### src/rtl/core/sws_pkg.sv
// shared types and constants of the sliding window sender
`timescale 1ns / 1ps

package sws_pkg;

    localparam int DEF_WINDOW_SIZE  = 4;
    localparam int DEF_SEQ_BITS     = 8;
    localparam int DEF_PAYLOAD_BITS = 32;

    localparam int REQ_BITS     = 2;
    localparam int ACK_BITS     = 8;
    localparam int OUT_SEQ_BITS = 8;
    localparam int THR_BITS     = 4;
    localparam int TMR_BITS     = 2;

    localparam logic [THR_BITS-1:0] THR_RESET = THR_BITS'(3);

    typedef enum logic [REQ_BITS-1:0] {
        REQ_SEND    = 2'd0,
        REQ_ACK     = 2'd1,
        REQ_TIMEOUT = 2'd2,
        REQ_NOP     = 2'd3
    } t_req;

    typedef enum logic [TMR_BITS-1:0] {
        TMR_NONE    = 2'd0,
        TMR_START   = 2'd1,
        TMR_STOP    = 2'd2,
        TMR_RESTART = 2'd3
    } t_timer_cmd;

    typedef enum logic {
        ALU_ADD = 1'b0,
        ALU_SUB = 1'b1
    } t_alu_op;

    typedef enum logic [2:0] {
        ST_IDLE = 3'd0,
        ST_OUTS = 3'd1,
        ST_OFF  = 3'd2,
        ST_EXEC = 3'd3,
        ST_EMIT = 3'd4,
        ST_READ = 3'd5
    } t_state;

endpackage

### src/rtl/core/sws_alu.sv
// shared modular add / subtract unit for sequence numbers
`timescale 1ns / 1ps

module sws_alu #(
    parameter int SEQ_BITS = sws_pkg::DEF_SEQ_BITS
) (
    input  sws_pkg::t_alu_op     i_op,
    input  logic [SEQ_BITS-1:0]  i_a,
    input  logic [SEQ_BITS-1:0]  i_b,
    output logic [SEQ_BITS-1:0]  o_y
);
    import sws_pkg::*;

    always_comb begin
        unique case (i_op)
            ALU_ADD: o_y = i_a + i_b;
            ALU_SUB: o_y = i_a - i_b;
            default: o_y = i_a - i_b;
        endcase
    end

endmodule

### src/rtl/core/sws_ring.sv
// circular payload store of outstanding packets with registered read
`timescale 1ns / 1ps

module sws_ring #(
    parameter int WINDOW_SIZE  = sws_pkg::DEF_WINDOW_SIZE,
    parameter int PAYLOAD_BITS = sws_pkg::DEF_PAYLOAD_BITS,
    localparam int IDX_W = (WINDOW_SIZE > 1) ? $clog2(WINDOW_SIZE) : 1,
    localparam int CNT_W = $clog2(WINDOW_SIZE + 1)
) (
    input  logic                    i_clk,
    input  logic                    i_wr_en,
    input  logic [IDX_W-1:0]        i_head,
    input  logic [CNT_W-1:0]        i_wr_off,
    input  logic [CNT_W-1:0]        i_rd_off,
    input  logic [PAYLOAD_BITS-1:0] i_wr_data,
    output logic [PAYLOAD_BITS-1:0] o_rd_data
);
    import sws_pkg::*;

    localparam int SUM_W = $clog2(2 * WINDOW_SIZE);
    localparam logic [SUM_W-1:0] W_SUM = SUM_W'(WINDOW_SIZE);

    logic [PAYLOAD_BITS-1:0] mem [WINDOW_SIZE];
    logic [SUM_W-1:0]        wr_sum;
    logic [SUM_W-1:0]        rd_sum;
    logic [IDX_W-1:0]        wr_addr;
    logic [IDX_W-1:0]        rd_addr;

    // offsets stay below the window, so one conditional subtract wraps
    always_comb begin
        wr_sum  = SUM_W'(i_head) + SUM_W'(i_wr_off);
        rd_sum  = SUM_W'(i_head) + SUM_W'(i_rd_off);
        wr_addr = IDX_W'((wr_sum >= W_SUM) ? (wr_sum - W_SUM) : wr_sum);
        rd_addr = IDX_W'((rd_sum >= W_SUM) ? (rd_sum - W_SUM) : rd_sum);
    end

    always_ff @(posedge i_clk) begin
        if (i_wr_en) begin
            mem[wr_addr] <= i_wr_data;
        end
    end

    always_ff @(posedge i_clk) begin
        o_rd_data <= mem[rd_addr];
    end

endmodule

### src/rtl/core/sliding_window_sender.sv
// go-back-n sender with fast retransmit: sequencer, window state and result register
//
//   channel   direction  handshake                 carries
//   request   in         i_in_valid / o_in_stall   req_type, payload, ack_number, checksum_ok
//   result    out        o_out_valid / i_out_stall accepted .. last
//   config    in         i_cfg_valid / o_cfg_ready dup_ack_threshold
//
// one transaction at a time; the shared add/subtract unit is used three times per step
// send, ack, idle and empty-window timeout requests: OUTS, OFF, EXEC, EMIT, then idle
// timeout with n >= 1 packets outstanding: one EXEC, EMIT pair and one ring read per packet
// synchronous active-low reset; base and next sequence start at 1, threshold at 3
// an output stall holds the sequencer in its result state

`timescale 1ns / 1ps

module sliding_window_sender #(
    parameter int WINDOW_SIZE  = sws_pkg::DEF_WINDOW_SIZE,
    parameter int SEQ_BITS     = sws_pkg::DEF_SEQ_BITS,
    parameter int PAYLOAD_BITS = sws_pkg::DEF_PAYLOAD_BITS
) (
    input  logic                             i_clk,
    input  logic                             i_rst_n,

    input  logic                             i_in_valid,
    output logic                             o_in_stall,
    input  logic [sws_pkg::REQ_BITS-1:0]     i_req_type,
    input  logic [PAYLOAD_BITS-1:0]          i_payload,
    input  logic [sws_pkg::ACK_BITS-1:0]     i_ack_number,
    input  logic                             i_checksum_ok,

    output logic                             o_out_valid,
    input  logic                             i_out_stall,
    output logic                             o_accepted,
    output logic                             o_window_full,
    output logic                             o_tx_valid,
    output logic [sws_pkg::OUT_SEQ_BITS-1:0] o_tx_seq,
    output logic [PAYLOAD_BITS-1:0]          o_tx_payload,
    output logic [sws_pkg::TMR_BITS-1:0]     o_timer_cmd,
    output logic [sws_pkg::OUT_SEQ_BITS-1:0] o_timer_seq,
    output logic                             o_last,

    input  logic                             i_cfg_valid,
    output logic                             o_cfg_ready,
    input  logic [sws_pkg::THR_BITS-1:0]     i_cfg_data
);
    import sws_pkg::*;

    localparam int IDX_W = (WINDOW_SIZE > 1) ? $clog2(WINDOW_SIZE) : 1;
    localparam int CNT_W = $clog2(WINDOW_SIZE + 1);
    localparam int SUM_W = $clog2(2 * WINDOW_SIZE);
    localparam int OSEQ  = OUT_SEQ_BITS;

    localparam logic [CNT_W-1:0]    W_CNT   = CNT_W'(WINDOW_SIZE);
    localparam logic [SUM_W-1:0]    W_SUM   = SUM_W'(WINDOW_SIZE);
    localparam logic [SEQ_BITS-1:0] SEQ_ONE = SEQ_BITS'(1);

    t_state                  r_state, n_state;
    t_req                    r_req;
    logic [PAYLOAD_BITS-1:0] r_pay;
    logic [SEQ_BITS-1:0]     r_ack;
    logic                    r_ok;
    logic [SEQ_BITS-1:0]     r_base, n_base;
    logic [SEQ_BITS-1:0]     r_next, n_next;
    logic [IDX_W-1:0]        r_head, n_head;
    logic [THR_BITS-1:0]     r_dup, n_dup;
    logic [THR_BITS-1:0]     r_thr;
    logic [CNT_W-1:0]        r_outs;
    logic [SEQ_BITS-1:0]     r_off;
    logic [CNT_W-1:0]        r_idx;

    logic                    r_accepted, n_accepted;
    logic                    r_window_full, n_window_full;
    logic                    r_tx_valid, n_tx_valid;
    logic [OSEQ-1:0]         r_tx_seq, n_tx_seq;
    logic [PAYLOAD_BITS-1:0] r_tx_payload, n_tx_payload;
    t_timer_cmd              r_timer_cmd, n_timer_cmd;
    logic [OSEQ-1:0]         r_timer_seq, n_timer_seq;
    logic                    r_last, n_last;

    logic                    in_acc;
    logic                    cfg_we;
    t_alu_op                 alu_op;
    logic [SEQ_BITS-1:0]     alu_a, alu_b, alu_y;
    logic                    ring_we;
    logic [PAYLOAD_BITS-1:0] ring_rd_data;
    logic [THR_BITS-1:0]     dup_inc;
    logic [SUM_W-1:0]        head_sum;

    sws_alu #(
        .SEQ_BITS (SEQ_BITS)
    ) u_alu (
        .i_op (alu_op),
        .i_a  (alu_a),
        .i_b  (alu_b),
        .o_y  (alu_y)
    );

    sws_ring #(
        .WINDOW_SIZE  (WINDOW_SIZE),
        .PAYLOAD_BITS (PAYLOAD_BITS)
    ) u_ring (
        .i_clk     (i_clk),
        .i_wr_en   (ring_we),
        .i_head    (r_head),
        .i_wr_off  (r_outs),
        .i_rd_off  (r_idx),
        .i_wr_data (r_pay),
        .o_rd_data (ring_rd_data)
    );

    assign in_acc = i_in_valid && !o_in_stall;
    assign cfg_we = i_cfg_valid && o_cfg_ready;

    // next state
    always_comb begin
        n_state = r_state;
        unique case (r_state)
            ST_IDLE: begin
                if (in_acc) begin
                    n_state = ST_OUTS;
                end
            end
            ST_OUTS: n_state = ST_OFF;
            ST_OFF:  n_state = ST_EXEC;
            ST_EXEC: n_state = ST_EMIT;
            ST_EMIT: begin
                if (!i_out_stall) begin
                    n_state = r_last ? ST_IDLE : ST_READ;
                end
            end
            ST_READ: n_state = ST_EXEC;
            default: n_state = ST_IDLE;
        endcase
    end

    // sequencer outputs and shared unit operands
    always_comb begin
        o_in_stall  = (r_state != ST_IDLE);
        o_cfg_ready = (r_state == ST_IDLE);
        o_out_valid = (r_state == ST_EMIT);
        alu_op      = ALU_SUB;
        alu_a       = r_next;
        alu_b       = r_base;
        unique case (r_state)
            ST_OFF: begin
                alu_a = r_ack;
            end
            ST_EXEC: begin
                alu_op = ALU_ADD;
                unique case (r_req)
                    REQ_SEND: begin
                        alu_a = r_next;
                        alu_b = SEQ_ONE;
                    end
                    REQ_ACK: begin
                        alu_a = r_ack;
                        alu_b = SEQ_ONE;
                    end
                    REQ_TIMEOUT: begin
                        alu_a = r_base;
                        alu_b = SEQ_BITS'(r_idx);
                    end
                    REQ_NOP: begin
                        alu_a = r_base;
                        alu_b = SEQ_ONE;
                    end
                    default: begin
                        alu_a = r_base;
                        alu_b = SEQ_ONE;
                    end
                endcase
            end
            default: begin
                alu_op = ALU_SUB;
            end
        endcase
    end

    // result and window update of one step
    always_comb begin
        n_accepted    = 1'b0;
        n_tx_valid    = 1'b0;
        n_tx_seq      = '0;
        n_tx_payload  = '0;
        n_timer_cmd   = TMR_NONE;
        n_timer_seq   = '0;
        n_last        = 1'b1;
        n_window_full = (r_outs == W_CNT);
        n_base        = r_base;
        n_next        = r_next;
        n_head        = r_head;
        n_dup         = r_dup;
        ring_we       = 1'b0;
        dup_inc       = r_dup + THR_BITS'(1);
        head_sum      = SUM_W'(r_head) + SUM_W'(r_off) + SUM_W'(1);

        unique case (r_req)
            REQ_SEND: begin
                if (r_outs < W_CNT) begin
                    n_accepted    = 1'b1;
                    n_tx_valid    = 1'b1;
                    n_tx_seq      = OSEQ'(r_next);
                    n_tx_payload  = r_pay;
                    n_next        = alu_y;
                    n_window_full = (r_outs == W_CNT - CNT_W'(1));
                    ring_we       = (r_state == ST_EXEC);
                    if (r_outs == '0) begin
                        n_timer_cmd = TMR_START;
                        n_timer_seq = OSEQ'(r_next);
                    end
                end
            end
            REQ_ACK: begin
                if (r_ok && (r_off < SEQ_BITS'(r_outs))) begin
                    // cumulative ack slides the window
                    n_base        = alu_y;
                    n_dup         = '0;
                    n_head        = IDX_W'((head_sum >= W_SUM) ? (head_sum - W_SUM) : head_sum);
                    n_window_full = 1'b0;
                    if (r_off == SEQ_BITS'(r_outs) - SEQ_ONE) begin
                        n_timer_cmd = TMR_STOP;
                        n_timer_seq = OSEQ'(r_base);
                    end else begin
                        n_timer_cmd = TMR_RESTART;
                        n_timer_seq = OSEQ'(alu_y);
                    end
                end else if (r_ok && (r_outs != '0) && (r_off == '1)) begin
                    // duplicate of base - 1
                    if (dup_inc >= r_thr) begin
                        n_dup        = '0;
                        n_tx_valid   = 1'b1;
                        n_tx_seq     = OSEQ'(r_base);
                        n_tx_payload = ring_rd_data;
                        n_timer_cmd  = TMR_RESTART;
                        n_timer_seq  = OSEQ'(r_base);
                    end else begin
                        n_dup = dup_inc;
                    end
                end
            end
            REQ_TIMEOUT: begin
                if (r_outs != '0) begin
                    n_tx_valid   = 1'b1;
                    n_tx_seq     = OSEQ'(alu_y);
                    n_tx_payload = ring_rd_data;
                    n_last       = ((r_idx + CNT_W'(1)) == r_outs);
                    if (r_idx == '0) begin
                        n_timer_cmd = TMR_RESTART;
                        n_timer_seq = OSEQ'(r_base);
                    end
                end
            end
            REQ_NOP: begin
                n_last = 1'b1;
            end
            default: begin
                n_last = 1'b1;
            end
        endcase
    end

    always_ff @(posedge i_clk) begin
        if (!i_rst_n) begin
            r_state <= ST_IDLE;
            r_base  <= SEQ_ONE;
            r_next  <= SEQ_ONE;
            r_head  <= '0;
            r_dup   <= '0;
            r_thr   <= THR_RESET;
            r_idx   <= '0;
        end else begin
            r_state <= n_state;
            if (cfg_we) begin
                r_thr <= i_cfg_data;
            end
            if (r_state == ST_EXEC) begin
                r_base <= n_base;
                r_next <= n_next;
                r_head <= n_head;
                r_dup  <= n_dup;
            end
            if (in_acc) begin
                r_idx <= '0;
            end else if ((r_state == ST_EMIT) && !i_out_stall) begin
                r_idx <= r_idx + CNT_W'(1);
            end
        end
    end

    always_ff @(posedge i_clk) begin
        if (in_acc) begin
            r_req <= t_req'(i_req_type);
            r_pay <= i_payload;
            r_ack <= SEQ_BITS'(i_ack_number);
            r_ok  <= i_checksum_ok;
        end
        if (r_state == ST_OUTS) begin
            r_outs <= CNT_W'(alu_y);
        end
        if (r_state == ST_OFF) begin
            r_off <= alu_y;
        end
        if (r_state == ST_EXEC) begin
            r_accepted    <= n_accepted;
            r_window_full <= n_window_full;
            r_tx_valid    <= n_tx_valid;
            r_tx_seq      <= n_tx_seq;
            r_tx_payload  <= n_tx_payload;
            r_timer_cmd   <= n_timer_cmd;
            r_timer_seq   <= n_timer_seq;
            r_last        <= n_last;
        end
    end

    assign o_accepted    = r_accepted;
    assign o_window_full = r_window_full;
    assign o_tx_valid    = r_tx_valid;
    assign o_tx_seq      = r_tx_seq;
    assign o_tx_payload  = r_tx_payload;
    assign o_timer_cmd   = r_timer_cmd;
    assign o_timer_seq   = r_timer_seq;
    assign o_last        = r_last;

`ifndef SYNTHESIS
    a_window_bound: assert property (@(posedge i_clk) disable iff (!i_rst_n)
        (SEQ_BITS'(r_next - r_base) <= SEQ_BITS'(WINDOW_SIZE)))
        else $error("outstanding packets exceed the window");

    a_base_moves_in_exec: assert property (@(posedge i_clk) disable iff (!i_rst_n)
        (r_state != ST_EXEC) |=> $stable(r_base))
        else $error("base sequence changed outside the execute step");

    a_accept_sends: assert property (@(posedge i_clk) disable iff (!i_rst_n)
        (o_out_valid && o_accepted) |-> o_tx_valid)
        else $error("accepted send without a packet");

    a_timer_matches_tx: assert property (@(posedge i_clk) disable iff (!i_rst_n)
        (o_out_valid && o_tx_valid && (o_timer_cmd != TMR_NONE)) |-> (o_tx_seq == o_timer_seq))
        else $error("timer command refers to another packet");

    a_multi_only_resend: assert property (@(posedge i_clk) disable iff (!i_rst_n)
        (o_out_valid && !o_last) |-> (o_tx_valid && (r_req == REQ_TIMEOUT)))
        else $error("non-final result outside a timeout resend");
`endif

endmodule

### config.mk
export PLATFORM = sky130hd
export DESIGN_NAME = sliding_window_sender
export DESIGN_NICKNAME = d
export VERILOG_FILES = /design/src/rtl/core/sws_pkg.sv /design/src/rtl/core/sws_alu.sv /design/src/rtl/core/sws_ring.sv /design/src/rtl/core/sliding_window_sender.sv
export SDC_FILE = /design/constraint.sdc
export NUM_CORES = 1
export LEC_CHECK = 0
export ABC_CLOCK_PERIOD_IN_PS = 16200
export BUFFER_PORTS_ARGS = -buffer_cell sky130_fd_sc_hd__buf_2
export CORE_MARGIN = 3
export CORE_UTILIZATION = 50
export DETAILED_ROUTE_END_ITERATION = 12
export PLACE_DENSITY_LB_ADDON = 0.05
export SLEW_MARGIN = 20
export SYNTH_ARGS = -nofsm -noshare
export SYNTH_HDL_FRONTEND = slang
export SYNTH_SLANG_ARGS = --single-unit
export TNS_END_PERCENT = 100
### constraint.sdc
create_clock -name i_clk -period 16.2 [get_ports i_clk]
set_clock_uncertainty 0.05 [all_clocks]
set_input_delay 0 -clock i_clk [delete_from_list [all_inputs] [get_ports i_clk]]
set_output_delay 0 -clock i_clk [all_outputs]
set_load 0.01 [all_outputs]
Yosys cells after proc, flatten, opt, wreduce, memory -nomap -nowiden:

Memory sizes are Yosys's and may differ from the RTL's. A register that Yosys moved wholly into a read port is not among the register bits.
Cells that the tools add are included.

* bits in registers: 140
* memory bits (writable): 128
* input bits: 52
* output and inout port bits: 57
* word-level logic and storage cells: 137
* memories kept: 1

Memories
* u_ring.mem: depth 4, bits a word 32, read ports 1, clocked after Yosys merged registers in 1, wr ports 1, RTL line sws_ring.sv:23 `logic [PAYLOAD_BITS-1:0] mem [WINDOW_SIZE];`

* add/sub/neg operators: 12
* magnitude comparators: 6
* equality and inequality tests: 15
* multiplexer cells: 57
* bitwise logic cells: 1
* reductions and logical operators: 24

Operators by type and width (count)
* 2-to-1 mux 32 bit: 5
* 2-to-1 mux 8 bit: 12
* case mux 32 bit (3 select lines): 1
* case mux 8 bit (3 select lines): 3
* case mux 8 bit (2 select lines): 3
* 2-to-1 mux 2 bit: 8
* 2-to-1 mux 1 bit: 15
* case mux 3 bit (5 select lines): 1
* 2-to-1 mux 4 bit: 3
* adder 2 x 3 -> 3 bit: 3
* equality test 3 x 2 -> 1 bit, second input constant: 3
* equality test 3 bit, second input constant: 3
* greater-or-equal comparator 3 bit, second input constant: 3
* zero test 3 bit: 3
* 2-to-1 mux 3 bit: 3
* AND reduction 3 bit: 3
* adder 8 bit: 1
* equality test 8 bit: 1
* equality test 8 bit, second input constant: 1
* < comparator 8 x 3 -> 1 bit: 1
* subtractor 8 bit: 1
* adder 3 x 1 -> 3 bit, second input constant: 2
* logical AND 1 bit: 6
* case mux 2 bit (3 select lines): 1
* other kinds (21): 29

Depth between registers and ports, before layout:

* depth after elaboration: 9
* depth in mapped cells: 19
* mapped depth without buffers: 17

Hierarchy:

Synthesis repeated with hierarchy kept, for this count alone.

* cells, all modules: 732
* area, all modules: 11867.6 µm²

By module, submodules not included
* sliding_window_sender: instances 1, cells an instance 460, area each 5915.7 µm², seq. area each 3883.7 µm²
* sws_ring: instances 1, cells an instance 210, area each 5501.5 µm², seq. area each 4484.3 µm²
* sws_alu: instances 1, cells an instance 62, area each 450.4 µm², seq. area each 0.0 µm²

Worst setup path before layout:

No wires, ideal clock.

* kind: reg-to-reg
* start: reg r_state[2]
* end: mem u_ring.mem[0][0] (netlist name), enable pin
* setup time: 468 ps
* arrival time: 4579 ps
* required time: 15682 ps
* slack: 11103 ps
* stages on the path, launching flop included: 9
* path buffers: 3
* path through: dfxtp_1 -> nand2b_1 -> buf_2 -> or2_1 -> clkbuf_1 -> inv_2 -> buf_2 -> nand2_1 -> nor3b_1

* cells in the longest elaborated chain, start to end: 5

Ends and longest elaborated chain
* from (decl): RTL line sliding_window_sender.sv:57 `t_state r_state, n_state;`
* from (signal assigned): RTL line sliding_window_sender.sv:272 `r_state <= n_state;`
* equality test 3 x 2 -> 1 bit: RTL line sliding_window_sender.sv:206 `ring_we = (r_state == ST_EXEC);`
* 2-to-1 mux 1 bit: RTL line sliding_window_sender.sv:199 `if (r_outs < W_CNT) begin`
* 2-to-1 mux 1 bit: RTL line sliding_window_sender.sv:197 `unique case (r_req)`
* 2-to-1 mux 1 bit: RTL line sws_ring.sv:38 `if (i_wr_en) begin`
* 2-to-1 mux 1 bit (implied by the code): RTL line sws_ring.sv:39 `mem[wr_addr] <= i_wr_data;`
* to (decl): RTL line sws_ring.sv:23

Every way passes these cells.

Final worst setup path:

* start: reg r_state[1]
* end: reg r_tx_seq[7] (netlist: o_tx_seq[7]) (data pin)

* cells in the longest elaborated chain, start to end: 6
* elaborated cells on any way between the ends: 10
* classes of those cells: 2 x add/sub; 2 x eq/ne; 6 x mux

Ends and longest elaborated chain
* equality test 3 x 2 -> 1 bit: RTL line sliding_window_sender.sv:144 `unique case (r_state)`
* case mux 8 bit (2 select lines) / 2-to-1 mux 8 bit (equally long branches): RTL line sliding_window_sender.sv:144
* subtractor 8 bit / adder 8 bit (equally long branches): RTL line sws_alu.sv:17, sws_alu.sv:16
* case mux 8 bit (2 select lines) *: RTL line sws_alu.sv:15 `unique case (i_op)`
* 2-to-1 mux 8 bit *: RTL line sliding_window_sender.sv:242 `if (r_outs != '0) begin`
* case mux 8 bit (3 select lines) *: RTL line sliding_window_sender.sv:197
* named net n_tx_seq[7]: RTL line sliding_window_sender.sv:74 `logic [OSEQ-1:0] r_tx_seq, n_tx_seq;`
* to (signal assigned): RTL line sliding_window_sender.sv:307 `r_tx_seq <= n_tx_seq;`
* to (decl): RTL line sliding_window_sender.sv:74

Mark *: on every way through the listed nets, which the timed path passes. The rest lies on a longest branch.
A chain may end at the register's enable or synchronous reset.

==> results.sh <==
export IMPL_dp_slack_ns=12.04
export IMPL_post_cts_setup_buffers=0
export IMPL_vias=7089
export IMPL_ir_drop_v=0.00009214
export IMPL_path_class="reg -> reg"
export IMPL_areaGrowthSynthToFinish_pct=21.33
export IMPL_diodes=0
export IMPL_critPathMaxStageDelay_ns=0.58
export IMPL_drc=0
export IMPL_rr_worst_depth=12
export IMPL_hold_viol_final=0
export IMPL_crit_start="r_state[1]"
export IMPL_ys_ff_latch=300
export IMPL_ys_warn_count=0
export IMPL_die_area_um2=25590
export IMPL_grt_usage=0.2053
export IMPL_final_setup_tns_ns=0
export IMPL_async_flop_share=0
export IMPL_path_cells="nand2b_1, or2_1, inv_2, buf_4, nor2_1, ha_1, o21ai_0, nor2_1, o31ai_1, a21oi_1, xnor2_1, o21ai_0"
export IMPL_hp_class="in -> reg"
export IMPL_cp_slowest_cell="buf_4"
export IMPL_worst_setup_path_start_kind="flop"
export IMPL_wl_um=26360
export IMPL_cap_violations=0
export IMPL_seq_area_frac_synth=0.7059
export IMPL_drt_pass1_iter_count=5
export IMPL_initial_core_util=0.5158
export IMPL_synth_main_ff_cell="edfxtp_1"
export IMPL_hpwl_um=15900
export IMPL_slew_viol_final=0
export IMPL_rows=55
export IMPL_cp_arrival_ns=4.38
export IMPL_die_w_um=160.0
export IMPL_crit_path_end="o_tx_seq[7]"
export IMPL_syn_cell_area_um2=11860
export IMPL_synth_area_per_cell_um2=15.64
export IMPL_crit_required_ns=16.42
export IMPL_clock_path_buffers=3
export IMPL_wl_per_cell_um=20.72
export IMPL_die_h_um=160.0
export IMPL_gp_congestion=0.8777
export IMPL_core_um2=22980
export IMPL_htree_levels=1
export IMPL_cp_end_kind="flop"
export IMPL_drive_above_1_share=0.2273
export IMPL_initialDrtViolationCount=541
export IMPL_finalCriticalPeriod_ns=4.159
export IMPL_slew_limit_headroom=0.2589
export IMPL_cts_root_buffer="clkbuf_16"
export IMPL_rrSetupSlack_ns=12.04
export IMPL_numPortBuffers=108
export IMPL_grt_max_degree=45
export IMPL_fin_nets=1011
export IMPL_cts_buffers=31
export IMPL_worstPathMaxFanout=36
export IMPL_status="completed"
export IMPL_grt_setup_unrepaired="false"
export IMPL_setup_slack_ns=12.04
export IMPL_min_period_over_period=0.2567
export IMPL_antenna_found_initial=0
export IMPL_max_freq_mhz=240.4
export IMPL_worstMarginPinSlew_ns=1.103
export IMPL_vias_per_cell=5.573
export IMPL_grt_pass1_wl_um=41480
export IMPL_synth_nets=835
export IMPL_ant_nets=0
export IMPL_reg2reg_from="r_state[1]"
export IMPL_grt_pass1_vias=7266
export IMPL_setup_viol=0
export IMPL_regToRegEndpoint="o_tx_seq[7]"
export IMPL_cts_tree="built"
export IMPL_insertion_delay_ns=0.55
export IMPL_grt_overflow=0
export IMPL_clkTransAtPathRegs_ns=0.06
export IMPL_synth_edf_count=236
export IMPL_leakage_nw=5.211
export IMPL_clock_sinks=300
export IMPL_p_per_area_nw_per_um2=117.7
export IMPL_boundaryPins=109
export IMPL_synth_distinct_cells=62
export IMPL_syn_inst=758
-- synth_stat cells (all sizes together), types with 4 or more instances --
master	instances	area [µm²]
nor2b	10	62.56
a22oi	17	127.6
and2	5	31.28
xnor2	15	131.4
mux4	32	720.7
a22o	44	385.4
nand3	14	70.07
mux2i	8	80.08
edfxtp	236	7087
buf	8	40.04
o21ai	27	135.1
nand2b	9	56.30
nor4	4	31.28
a21boi	15	112.6
nor3	9	45.04
nand2	60	225.2
clkbuf	27	101.4
xor2	10	87.58
o21a	4	30.03
ha	24	300.3
o211a	4	40.04
inv	23	86.33
a21oi	11	55.05
nor3b	4	41.29
dfxtp	64	1281
nor2	35	138.9
a21o	4	30.03
-- critical path, delay by kind of cell (launching register included) --
kind                       cells  cell delay (ns)
adders and majority gates      1             0.35
DFF                            1             0.43
buffers and inverters          2             1.05
AOI/OAI and AO/OA              4             0.62
and+or+nand+nor                4             0.96
xor gates and xnor gates       1             0.40
-- power by group --
part,switching [mW],internal (mW)
clock network,0.283,0.413
registers,0.0179,0.857
logic,0.0709,0.0505
total,0.372,1.32
-- per-stage QoR --
step | util | area (µm²) | std cells | hold WS (ns) | power (mW)
5_1_grt | 0.6258 | 14380 | 1272 | 0.09598 | 1.758
6_report | 0.6258 | 14380 | 1272 | 0.1050 | 1.693
2_1_floorplan | - | 11860 | 758 | 0.04887 | 0.9565
3_3_place_gp | 0.5561 | 12780 | 1155 | 0.1263 | 0.9960
4_1_cts | 0.6257 | 14380 | 1272 | 0.07201 | 1.711
3_5_place_dp | 0.5561 | 12780 | 1155 | 0.1281 | 1.001
-- final cells by class --
cell class	count	area (µm²)
tap	313	391.6
sequential	300	8368
inverter	23	86.33
clock buffer	41	843.3
timing repair buffer	178	1214
clock inverter	17	167.7
fill	1725	8601
multi-input combinational	400	3313
-- timing repair --
action,4_1_cts,5_1_grt
hold endpoints to repair,75,0
hold buffers,59,0
resized for setup,0,0
-- worst min path at each step --
stage                          from        to  slack [ns]  cells after the start
global placement      i_checksum_ok      r_ok        0.13                      1
detailed placement     i_payload[4]  r_pay[4]        0.13                      1
CTS                    i_payload[1]  r_pay[1]        0.07                      2
finish                 i_payload[1]  r_pay[1]        0.11                      2
global route           i_payload[4]  r_pay[4]         0.1                      2
floorplan           i_ack_number[0]  r_ack[0]        0.05                      0
-- kinds of logic after synthesis --
kind of cell    count (synthesis)  synth area share
xor+xnor                       25           0.01847
fa+ha+maj                      25           0.02702
mux                            40           0.06755
buf+inv                        58           0.01921
flops                         300            0.7059
compound gates                147           0.09425
simple gates                  163           0.06765
-- placed cells by master, fill, tap and decap left out, types with 4 or more instances in the layout --
| master | n |
|---|---|
| mux2i_1 | 8 |
| buf_4 | 11 |
| xor2_1 | 10 |
| nand3_1 | 14 |
| edfxtp_1 | 236 |
| ha_1 | 23 |
| o21ai_0 | 26 |
| a22o_1 | 44 |
| buf_2 | 108 |
| clkinv_1 | 4 |
| nor2_1 | 33 |
| o211a_1 | 4 |
| dlygate4sd3_1 | 59 |
| dfxtp_1 | 64 |
| and2_1 | 4 |
| clkbuf_1 | 7 |
| a21boi_0 | 12 |
| nor2b_1 | 10 |
| a21oi_1 | 11 |
| nand2_1 | 60 |
| o21a_1 | 4 |
| a21o_1 | 4 |
| xnor2_1 | 14 |
| clkbuf_16 | 31 |
| clkinv_2 | 6 |
| a22oi_1 | 17 |
| inv_1 | 22 |
| nand2b_1 | 9 |
| nor3_1 | 7 |
| mux4_2 | 32 |
-- registers in the layout, indices dropped and copies added, names as in the netlist, 3 cells and up --
| name | cells |
|---|---|
| o_timer_seq | 8 |
| r_pay | 32 |
| r_base | 8 |
| r_off | 8 |
| u_ring.o_rd_data | 32 |
| r_state | 3 |
| r_ack | 8 |
| r_idx | 3 |
| u_ring.mem | 128 |
| o_tx_seq | 8 |
| r_outs | 3 |
| r_thr | 4 |
| o_tx_payload | 32 |
| r_next | 8 |
| r_dup | 4 |
-- per-layer routing --
metal  track usage  vias up  routed length [µm]
met3       0.02905       41                1399
met4       0.05444        0                 582
li1              -     3290                   -
met2        0.3462      221               13080
met1        0.2833     3537               11300
met5             0        -                   0
Note: power is estimated with default switching activity, not from simulation.
